<file path="config.mk">
export PLATFORM = sky130hd
export DESIGN_NAME = tamper_alarm_detector_unit_flat
export DESIGN_NICKNAME = d
export VERILOG_FILES = /design/src/hw/rtl/tad_pkg.sv /design/src/hw/rtl/tad_sample_if.sv /design/src/hw/rtl/tad_result_if.sv /design/src/hw/rtl/tad_cfg_regs.sv /design/src/hw/rtl/tad_detect.sv /design/src/hw/rtl/tamper_alarm_detector_unit.sv /design/src/flat_wrapper.sv
export SDC_FILE = /design/constraint.sdc
export NUM_CORES = 2
export LEC_CHECK = 0
export BUFFER_PORTS_ARGS = -buffer_cell sky130_fd_sc_hd__buf_2
export CORE_UTILIZATION = 60
export DETAILED_ROUTE_END_ITERATION = 7
export GPL_TIMING_DRIVEN = 1
export PLACE_DENSITY = 0.9
export SYNTH_ARGS = -nofsm -noshare
export SYNTH_HDL_FRONTEND = slang
export SYNTH_SLANG_ARGS = --single-unit
</file>
<file path="constraint.sdc">
create_clock -name clk -period 15.21 [get_ports clk]
set_clock_uncertainty 0.05 [all_clocks]
set_input_delay 0.7605 -clock clk [delete_from_list [all_inputs] [get_ports clk]]
set_output_delay 0.7605 -clock clk [all_outputs]
set_load 0.05 [all_outputs]
</file>
<file path="src/hw/rtl/tad_pkg.sv">
`timescale 1ns / 1ps
package tad_pkg;

  localparam int unsigned ADDR_W = 5;
  localparam int unsigned DATA_W = 32;

  localparam logic [2:0] REG_TOUCH_ACCEL = 3'd0;
  localparam logic [2:0] REG_TOUCH_GYRO  = 3'd1;
  localparam logic [2:0] REG_KNOCK_ACCEL = 3'd2;
  localparam logic [2:0] REG_KNOCK_GYRO  = 3'd3;
  localparam logic [2:0] REG_TOUCH_HOLD  = 3'd4;
  localparam logic [2:0] REG_KNOCK_WIN   = 3'd5;
  localparam logic [2:0] REG_MOTION_HOLD = 3'd6;
  localparam logic [2:0] REG_COOLDOWN    = 3'd7;

  localparam logic [1:0] CAUSE_NONE   = 2'd0;
  localparam logic [1:0] CAUSE_TOUCH  = 2'd1;
  localparam logic [1:0] CAUSE_KNOCK  = 2'd2;
  localparam logic [1:0] CAUSE_MOTION = 2'd3;

  localparam logic [3:0]  KNOCKS_REQUIRED = 4'd3;
  localparam logic [3:0]  KNOCK_MAX       = 4'd15;
  localparam logic [31:0] TOUCH_REFIRE_MS = 32'd2000;
  localparam logic [31:0] KNOCK_GAP_MS    = 32'd150;

  localparam logic [15:0] SPEED_STOP_CENTI  = 16'd200;
  localparam logic [15:0] SPEED_MAX_AGE     = 16'd3000;
  localparam logic [13:0] MOTION_ACCEL_MG   = 14'd100;
  localparam logic [15:0] MOTION_GYRO_MILLI = 16'd350;

  typedef struct packed {
    logic [13:0] touch_accel_threshold;
    logic [15:0] touch_gyro_threshold;
    logic [13:0] knock_accel_threshold;
    logic [15:0] knock_gyro_threshold;
    logic [15:0] touch_hold_ms;
    logic [15:0] knock_span_ms;
    logic [15:0] motion_hold_ms;
    logic [19:0] cooldown_ms;
  } cfg_t;

  typedef struct packed {
    logic [31:0] now_ms;
    logic [13:0] accel_delta_mg;
    logic [15:0] gyro_mag_milli;
    logic        imu_moving;
    logic        imu_ready;
    logic        is_armed;
    logic        is_locked;
    logic        speed_valid;
    logic [15:0] speed_age_ms;
    logic [15:0] speed_centi_kmph;
  } sample_t;

  typedef struct packed {
    logic       alarm_fired;
    logic [1:0] cause;
    logic       suppressed;
    logic       alarm_latched;
  } result_t;

endpackage

</file>
<file path="src/hw/rtl/tad_sample_if.sv">
`timescale 1ns / 1ps
interface tad_sample_if;
  logic             valid;
  logic             ready;
  tad_pkg::sample_t data;

  modport source (output valid, output data, input ready);
  modport sink (input valid, input data, output ready);
endinterface

</file>
<file path="src/hw/rtl/tad_result_if.sv">
`timescale 1ns / 1ps
interface tad_result_if;
  logic             valid;
  logic             ready;
  tad_pkg::result_t data;

  modport source (output valid, output data, input ready);
  modport sink (input valid, input data, output ready);
endinterface

</file>
<file path="src/hw/rtl/tad_cfg_regs.sv">
`timescale 1ns / 1ps
module tad_cfg_regs (
  input  logic                        clk,
  input  logic                        rst,
  input  logic                        psel,
  input  logic                        penable,
  input  logic                        pwrite,
  input  logic [tad_pkg::ADDR_W-1:0]  paddr,
  input  logic [tad_pkg::DATA_W-1:0]  pwdata,
  output logic [tad_pkg::DATA_W-1:0]  prdata,
  output logic                        pready,
  output tad_pkg::cfg_t               cfg
);

  logic       wr_en;
  logic [2:0] reg_idx;

  assign pready  = 1'b1;
  assign wr_en   = psel && penable && pwrite;
  assign reg_idx = paddr[4:2];

  always_ff @(posedge clk) begin
    if (rst) begin
      cfg.touch_accel_threshold <= 14'd300;
      cfg.touch_gyro_threshold  <= 16'd1000;
      cfg.knock_accel_threshold <= 14'd600;
      cfg.knock_gyro_threshold  <= 16'd2000;
      cfg.touch_hold_ms         <= 16'd1500;
      cfg.knock_span_ms         <= 16'd3000;
      cfg.motion_hold_ms        <= 16'd5000;
      cfg.cooldown_ms           <= 20'd30000;
    end else if (wr_en) begin
      unique case (reg_idx)
        tad_pkg::REG_TOUCH_ACCEL: cfg.touch_accel_threshold <= pwdata[13:0];
        tad_pkg::REG_TOUCH_GYRO:  cfg.touch_gyro_threshold  <= pwdata[15:0];
        tad_pkg::REG_KNOCK_ACCEL: cfg.knock_accel_threshold <= pwdata[13:0];
        tad_pkg::REG_KNOCK_GYRO:  cfg.knock_gyro_threshold  <= pwdata[15:0];
        tad_pkg::REG_TOUCH_HOLD:  cfg.touch_hold_ms         <= pwdata[15:0];
        tad_pkg::REG_KNOCK_WIN:   cfg.knock_span_ms         <= pwdata[15:0];
        tad_pkg::REG_MOTION_HOLD: cfg.motion_hold_ms        <= pwdata[15:0];
        tad_pkg::REG_COOLDOWN:    cfg.cooldown_ms           <= pwdata[19:0];
        default: ;
      endcase
    end
  end

  always_comb begin
    prdata = '0;
    unique case (reg_idx)
      tad_pkg::REG_TOUCH_ACCEL: prdata = {18'd0, cfg.touch_accel_threshold};
      tad_pkg::REG_TOUCH_GYRO:  prdata = {16'd0, cfg.touch_gyro_threshold};
      tad_pkg::REG_KNOCK_ACCEL: prdata = {18'd0, cfg.knock_accel_threshold};
      tad_pkg::REG_KNOCK_GYRO:  prdata = {16'd0, cfg.knock_gyro_threshold};
      tad_pkg::REG_TOUCH_HOLD:  prdata = {16'd0, cfg.touch_hold_ms};
      tad_pkg::REG_KNOCK_WIN:   prdata = {16'd0, cfg.knock_span_ms};
      tad_pkg::REG_MOTION_HOLD: prdata = {16'd0, cfg.motion_hold_ms};
      tad_pkg::REG_COOLDOWN:    prdata = {12'd0, cfg.cooldown_ms};
      default:                  prdata = '0;
    endcase
  end

endmodule

</file>
<file path="src/hw/rtl/tad_detect.sv">
`timescale 1ns / 1ps
module tad_detect (
  input  logic              clk,
  input  logic              rst,
  input  tad_pkg::cfg_t     cfg,
  input  logic              step,
  input  tad_pkg::sample_t  item,
  output tad_pkg::result_t  res
);

  logic [31:0] touch_start, touch_start_next;
  logic [31:0] last_touch_fire, last_touch_fire_next;
  logic [3:0]  knock_count, knock_count_next;
  logic [31:0] first_knock_time, first_knock_time_next;
  logic [31:0] last_knock_time, last_knock_time_next;
  logic [31:0] motion_start, motion_start_next;
  logic [31:0] cooldown_until, cooldown_until_next;
  logic        latched, latched_next;

  logic        go, stop, touch, hit, motion, fired;
  logic [1:0]  cause;
  logic [31:0] now, ts, ms, fkt;
  logic [3:0]  kc;

  always_comb begin
    now   = item.now_ms;
    go    = item.imu_ready && item.is_armed && item.is_locked;
    stop  = item.speed_valid && (item.speed_age_ms <= tad_pkg::SPEED_MAX_AGE)
            && (item.speed_centi_kmph >= tad_pkg::SPEED_STOP_CENTI);
    touch = (item.accel_delta_mg > cfg.touch_accel_threshold)
            || (item.gyro_mag_milli > cfg.touch_gyro_threshold);
    hit   = (item.accel_delta_mg > cfg.knock_accel_threshold)
            || (item.gyro_mag_milli > cfg.knock_gyro_threshold);
    motion = (item.accel_delta_mg > tad_pkg::MOTION_ACCEL_MG)
             || (item.gyro_mag_milli > tad_pkg::MOTION_GYRO_MILLI) || item.imu_moving;

    touch_start_next      = touch_start;
    last_touch_fire_next  = last_touch_fire;
    knock_count_next      = knock_count;
    first_knock_time_next = first_knock_time;
    last_knock_time_next  = last_knock_time;
    motion_start_next     = motion_start;
    cooldown_until_next   = cooldown_until;
    latched_next          = latched;
    cause = tad_pkg::CAUSE_NONE;
    fired = 1'b0;
    ts    = '0;
    ms    = '0;
    fkt   = first_knock_time;
    kc    = knock_count;

    if (go) begin
      if (stop) begin
        knock_count_next  = '0;
        motion_start_next = '0;
        touch_start_next  = '0;
      end else begin
        // touch hold
        if (touch) begin
          ts = (touch_start == '0) ? now : touch_start;
          touch_start_next = ts;
          if ((now - ts) >= {16'd0, cfg.touch_hold_ms}
              && (now - last_touch_fire) >= tad_pkg::TOUCH_REFIRE_MS) begin
            last_touch_fire_next = now;
            touch_start_next     = '0;
            cause                = tad_pkg::CAUSE_TOUCH;
          end
        end else begin
          touch_start_next = '0;
        end

        // debounced knock count
        if (cause == tad_pkg::CAUSE_NONE && hit
            && (now - last_knock_time) >= tad_pkg::KNOCK_GAP_MS) begin
          last_knock_time_next = now;
          if (knock_count == '0) begin
            fkt = now;
          end
          if (knock_count < tad_pkg::KNOCK_MAX) begin
            kc = knock_count + 4'd1;
          end
          if (kc >= tad_pkg::KNOCKS_REQUIRED
              && (now - fkt) <= {16'd0, cfg.knock_span_ms}) begin
            kc    = '0;
            cause = tad_pkg::CAUSE_KNOCK;
          end
        end
        if (cause == tad_pkg::CAUSE_NONE && kc != '0
            && (now - fkt) > {16'd0, cfg.knock_span_ms}) begin
          kc = '0;
        end
        first_knock_time_next = fkt;
        knock_count_next      = kc;

        // sustained motion
        if (cause == tad_pkg::CAUSE_NONE) begin
          if (motion) begin
            ms = (motion_start == '0) ? now : motion_start;
            motion_start_next = ms;
            if ((now - ms) >= {16'd0, cfg.motion_hold_ms}) begin
              motion_start_next = '0;
              cause             = tad_pkg::CAUSE_MOTION;
            end
          end else begin
            motion_start_next = '0;
          end
        end

        if (cause != tad_pkg::CAUSE_NONE && !(now < cooldown_until)) begin
          fired               = 1'b1;
          latched_next        = 1'b1;
          cooldown_until_next = now + {12'd0, cfg.cooldown_ms};
        end
      end
    end

    res.alarm_fired   = fired;
    res.cause         = cause;
    res.suppressed    = (cause != tad_pkg::CAUSE_NONE) && !fired;
    res.alarm_latched = latched_next;
  end

  always_ff @(posedge clk) begin
    if (rst) begin
      touch_start      <= '0;
      last_touch_fire  <= '0;
      knock_count      <= '0;
      first_knock_time <= '0;
      last_knock_time  <= '0;
      motion_start     <= '0;
      cooldown_until   <= '0;
      latched          <= 1'b0;
    end else if (step) begin
      touch_start      <= touch_start_next;
      last_touch_fire  <= last_touch_fire_next;
      knock_count      <= knock_count_next;
      first_knock_time <= first_knock_time_next;
      last_knock_time  <= last_knock_time_next;
      motion_start     <= motion_start_next;
      cooldown_until   <= cooldown_until_next;
      latched          <= latched_next;
    end
  end

endmodule

</file>
<file path="src/hw/rtl/tamper_alarm_detector_unit.sv">
`timescale 1ns / 1ps
// Tamper alarm detector. Each sample item is one evaluation tick and yields exactly one
// result item. An item is captured in an input register, evaluated combinationally
// against the detector state, and its result lands in an output register. A new item
// is taken every cycle while the output register is free, so throughput is one item
// per clock unless the result consumer stalls; with the consumer stalled the block
// holds two items, one in each register, and then stalls its input.
// Configuration registers sit on the APB port at byte address 4*i and should be written
// only while no items are in flight.
module tamper_alarm_detector_unit (
  input  logic                        clk,
  input  logic                        rst,
  tad_sample_if.sink                  sample,
  tad_result_if.source                result,
  input  logic                        psel,
  input  logic                        penable,
  input  logic                        pwrite,
  input  logic [tad_pkg::ADDR_W-1:0]  paddr,
  input  logic [tad_pkg::DATA_W-1:0]  pwdata,
  output logic [tad_pkg::DATA_W-1:0]  prdata,
  output logic                        pready
);

  tad_pkg::cfg_t    cfg;
  tad_pkg::sample_t hold_data;
  tad_pkg::result_t res;
  tad_pkg::result_t out_data;
  logic             hold_valid;
  logic             out_valid;
  logic             out_free;
  logic             advance;

  tad_cfg_regs u_cfg (
    .clk     (clk),
    .rst     (rst),
    .psel    (psel),
    .penable (penable),
    .pwrite  (pwrite),
    .paddr   (paddr),
    .pwdata  (pwdata),
    .prdata  (prdata),
    .pready  (pready),
    .cfg     (cfg)
  );

  tad_detect u_detect (
    .clk  (clk),
    .rst  (rst),
    .cfg  (cfg),
    .step (advance),
    .item (hold_data),
    .res  (res)
  );

  assign out_free     = !out_valid || result.ready;
  assign advance      = hold_valid && out_free;
  assign sample.ready = !hold_valid || out_free;
  assign result.valid = out_valid;
  assign result.data  = out_data;

  always_ff @(posedge clk) begin
    if (rst) begin
      hold_valid <= 1'b0;
    end else if (sample.ready) begin
      hold_valid <= sample.valid;
    end
  end

  always_ff @(posedge clk) begin
    if (sample.valid && sample.ready) begin
      hold_data <= sample.data;
    end
  end

  always_ff @(posedge clk) begin
    if (rst) begin
      out_valid <= 1'b0;
    end else if (out_free) begin
      out_valid <= hold_valid;
    end
  end

  always_ff @(posedge clk) begin
    if (advance) begin
      out_data <= res;
    end
  end

endmodule

</file>
<file path="src/flat_wrapper.sv">
// flat-port wrapper written by rule: the top's interface ports become plain ports
module tamper_alarm_detector_unit_flat 
  (clk, rst, psel, penable, pwrite, paddr, pwdata, prdata, pready, sample_valid, sample_data, sample_ready, result_valid, result_data, result_ready);
  tad_sample_if sample_i ();
  tad_result_if result_i ();
  input  logic clk;
  input  logic rst;
  input  logic psel;
  input  logic penable;
  input  logic pwrite;
  input  logic [tad_pkg::ADDR_W-1:0] paddr;
  input  logic [tad_pkg::DATA_W-1:0] pwdata;
  output logic [tad_pkg::DATA_W-1:0] prdata;
  output logic pready;
  input wire logic [$bits(sample_i.valid)-1:0] sample_valid;
  input wire logic [$bits(sample_i.data)-1:0] sample_data;
  output wire logic [$bits(sample_i.ready)-1:0] sample_ready;
  output wire logic [$bits(result_i.valid)-1:0] result_valid;
  output wire logic [$bits(result_i.data)-1:0] result_data;
  input wire logic [$bits(result_i.ready)-1:0] result_ready;
  assign sample_i.valid = sample_valid;
  assign sample_i.data = sample_data;
  assign sample_ready = sample_i.ready;
  assign result_valid = result_i.valid;
  assign result_data = result_i.data;
  assign result_i.ready = result_ready;
  tamper_alarm_detector_unit u_core (.clk(clk), .rst(rst), .sample(sample_i), .result(result_i), .psel(psel), .penable(penable), .pwrite(pwrite), .paddr(paddr), .pwdata(pwdata), .prdata(prdata), .pready(pready));
endmodule
</file>
==> results.sh <==
export IMPL_status="completed"
export IMPL_max_cap_violations=0
export IMPL_setup_violations=0
export IMPL_synth_area_sq_um=33300
export IMPL_synth_distinct_cells=93
export IMPL_holdCritPathClass="in2reg"
export IMPL_synthXorXnorAreaFrac_pct=2.90
export IMPL_r2r_end="u_core.u_detect.knock_count[3]$_SDFFE_PP0P_"
export IMPL_rows=85
export IMPL_slew_viol_final=0
export IMPL_syn_inst=4225
export IMPL_coreArea_sq_um=54200
export IMPL_die_area_sq_um=56400
export IMPL_cts_resized=0
export IMPL_crit_path_end_kind="register"
export IMPL_synth_top_family_by_area="compound AO/OA/AOI/OAI gates"
export IMPL_min_from="sample_data[36]"
export IMPL_place_hpwl_um=75800
export IMPL_ys_ff_latch=428
export IMPL_gp_congestion=1.05
export IMPL_io_pins=183
export IMPL_max_slew_margin_pct=26.7
export IMPL_worstSetupPathType="reg2reg"
export IMPL_ys_flop_type="dfxtp_1"
export IMPL_slowest_delay_ns=0.55
export IMPL_arrival_ns=14.32
export IMPL_grt_max_degree=140
export IMPL_die_width_um=237
export IMPL_synth_async_reset_ratio_pct=0
export IMPL_synth_largest_area_cell="dfxtp_1"
export IMPL_synthAdderAreaFrac_pct=14.1
export IMPL_yosysTopAreaCellShare_pct=19.7
export IMPL_htree_num_levels=2
export IMPL_cts_made_buffers=48
export IMPL_drive_gt1_share_pct=7.93
export IMPL_cts_tree="built"
export IMPL_num_vias=32461
export IMPL_drcViolationCount=0
export IMPL_yosys_warnings=0
export IMPL_reg2regPathDepth=51
export IMPL_synthTopCellsByArea="dfxtp_1 (20%), ha_1 (14%), edfxtp_1 (9.1%), a21oi_1 (7.7%), nand2_1 (5.4%)"
export IMPL_die_h_um=237
export IMPL_grt_pass1_wl_um=160000
export IMPL_tritoncts_num_sinks=428
export IMPL_ir_drop_uv=98.1
export IMPL_ys_seq_area_share_pct=28.8
export IMPL_worst_r2r_setup_slack_ns=1.37
export IMPL_cts_hold_buf=0
export IMPL_final_nets=4798
export IMPL_grt_pass1_vias=29628
export IMPL_routedWlPerCell_um=20.7
export IMPL_cp_required_ns=15.68
export IMPL_synth_edf_count=101
export IMPL_tightest_slew_ns=1.10
export IMPL_syn_to_final_growth_pct=8.71
export IMPL_worstHoldPathCells=1
export IMPL_drt_iter0_markers=3850
export IMPL_clk_path_buf_depth=3
export IMPL_startpoint_type="register"
export IMPL_clkTransAtPathRegs_ns=0.07
export IMPL_synth_compound_area_share_pct=24.0
export IMPL_setup_tns_ns=0
export IMPL_cpMaxStageDelayCell="nor2_2"
export IMPL_insertion_delay_ns=0.61
export IMPL_viasPerCell=6.46
export IMPL_antenna_found_initial=1
export IMPL_fin_crit_ns=13.84
export IMPL_min_to="u_core.hold_data[36]$_DFFE_PP_"
export IMPL_clockRootBuffer="clkbuf_16"
export IMPL_synth_mux_area_share_pct=4.13
export IMPL_start_util_pct=61.3
export IMPL_crit_fanout=17
export IMPL_antenna_left=0
export IMPL_grt_usage_pct=35.8
export IMPL_hold_slack_ns=0.275
export IMPL_p_leak_uw=0.0145
export IMPL_avgSynthCellArea_sq_um=7.87
export IMPL_fmax_ghz=0.0722
export IMPL_pwr_density_cell_nw_per_um2=86.8
export IMPL_hold_viol=0
export IMPL_period_share_pct=91.0
export IMPL_r2r_start="u_core.u_detect.touch_start[22]$_SDFFE_PP0P_"
export IMPL_synthSimpleGateAreaFrac_pct=20.2
export IMPL_rsz0062_at_grt="false"
export IMPL_io_buffers=152
export IMPL_overflow=0
export IMPL_post_cts_buffers=0
export IMPL_placed_cell_area_sq_um=34600
export IMPL_fin_area_sq_um=36200
export IMPL_firstDrtPassIters=8
export IMPL_wirelength_um=104000
## per-stage QoR
stage          setup slack (ns)  cells  util (%)  power, uW
2_1_floorplan              4.04   4236         -       1770
3_3_place_gp               1.92   4934      63.8       1940
3_5_place_dp               1.70   4934      63.8       1960
4_1_cts                    1.62   5021      66.6       3130
5_1_grt                   0.405   5022      66.7       3260
6_report                   1.37   5023      66.7       3140
## placed cells by master (no fill, tap or decap), types with 77 or more instances in the layout
cell type and count:
a21o_1 122, edfxtp_1 101, nor2_1 415, buf_2 151, nor2b_1 77, a21oi_1 512
ha_1 360, nand2_1 476, o21ai_0 167, inv_1 284, mux2i_1 107, dfxtp_1 327
## cells in the mapped netlist (37+ instances only)
library cell and instances:
nand3_1 70, mux2i_1 107, nor2_1 417, o21ai_0 167
a21oi_1 512, nor3_1 68, nand2b_1 47, nor4_1 46
a211o_1 43, nand4_1 62, xor2_1 44, inv_1 284
ha_1 360, nor2b_1 77, a211oi_1 61, nor3b_1 37
clkbuf_1 145, edfxtp_1 101, o21a_1 58, a21o_1 122
nand2_1 477, xnor2_1 66, dfxtp_1 327
## per-layer routing
metal	GRT usage [%]	part of all wire, %	vias up
li1	-	-	15322
met1	47.3	40	15160
met2	56.5	44	1649
met3	6.25	10	330
met4	17.2	5.3	0
met5	0	0	-
## power breakdown
group / switching (uW) / total, uW / internal (uW)
Combinational: 474 / 758 / 284
Clock: 506 / 1180 / 674
Sequential: 14.5 / 1200 / 1190
## flip-flops by register name (all words and copies together) (netlist names)
| register | flops |
|---|---|
| u_core.result.valid | 1 |
| u_core.u_detect.cooldown_until | 32 |
| u_core.u_detect.motion_start | 32 |
| u_core.u_cfg.cfg | 128 |
| u_core.hold_data | 96 |
| u_core.hold_valid | 1 |
| u_core.u_detect.last_touch_fire | 32 |
| u_core.result.data | 5 |
| u_core.u_detect.touch_start | 32 |
| u_core.u_detect.first_knock_time | 32 |
| u_core.u_detect.knock_count | 4 |
| u_core.u_detect.last_knock_time | 32 |
| u_core.u_detect.latched | 1 |
## cells by family after synthesis
logic type                 count (synthesis)
DFF                                      428
buffers and inverters                    493
and+or+nand+nor                         1437
xor gates and xnor gates                 110
muxes                                    123
adders and majority gates                372
AOI/OAI and AO/OA                       1260
other                                      2
## area by class of cell
cell class,instances,area (sq um)
diodes,2,5.00
clock buffers,61,1330
clock inverters,26,234
fillers,4480,18100
inverters,285,1070
multi-input cells,3315,21900
flip-flops and latches,428,9580
well taps,696,871
repair buffers,210,1210
## worst max path at each step
stage	cells past startpoint	endpoint	from	slack (ns)
after floorplan	54	u_core.u_detect.knock_count[2]$_SDFFE_PP0P_	u_core.u_detect.touch_start[15]$_SDFFE_PP0P_	4.04
after global placement	51	u_core.u_detect.knock_count[3]$_SDFFE_PP0P_	u_core.u_detect.touch_start[14]$_SDFFE_PP0P_	1.92
after detailed placement	51	u_core.u_detect.knock_count[3]$_SDFFE_PP0P_	u_core.u_detect.touch_start[22]$_SDFFE_PP0P_	1.70
after CTS	51	u_core.u_detect.knock_count[3]$_SDFFE_PP0P_	u_core.u_detect.touch_start[22]$_SDFFE_PP0P_	1.62
after global routing	51	u_core.u_detect.knock_count[3]$_SDFFE_PP0P_	u_core.u_detect.touch_start[22]$_SDFFE_PP0P_	0.41
final	51	u_core.u_detect.knock_count[3]$_SDFFE_PP0P_	u_core.u_detect.touch_start[22]$_SDFFE_PP0P_	1.37
## worst max-delay path: cells and delay by family, from the launching register on
family / cells / cell delay (ns)
buf+inv: 2 / 0.42
xor+xnor: 2 / 0.29
flops: 1 / 0.32
fa+ha+maj: 5 / 1.41
compound gates: 24 / 5.76
mux: 1 / 0.36
simple gates: 17 / 5.15
(Power assumes the default switching activity.)
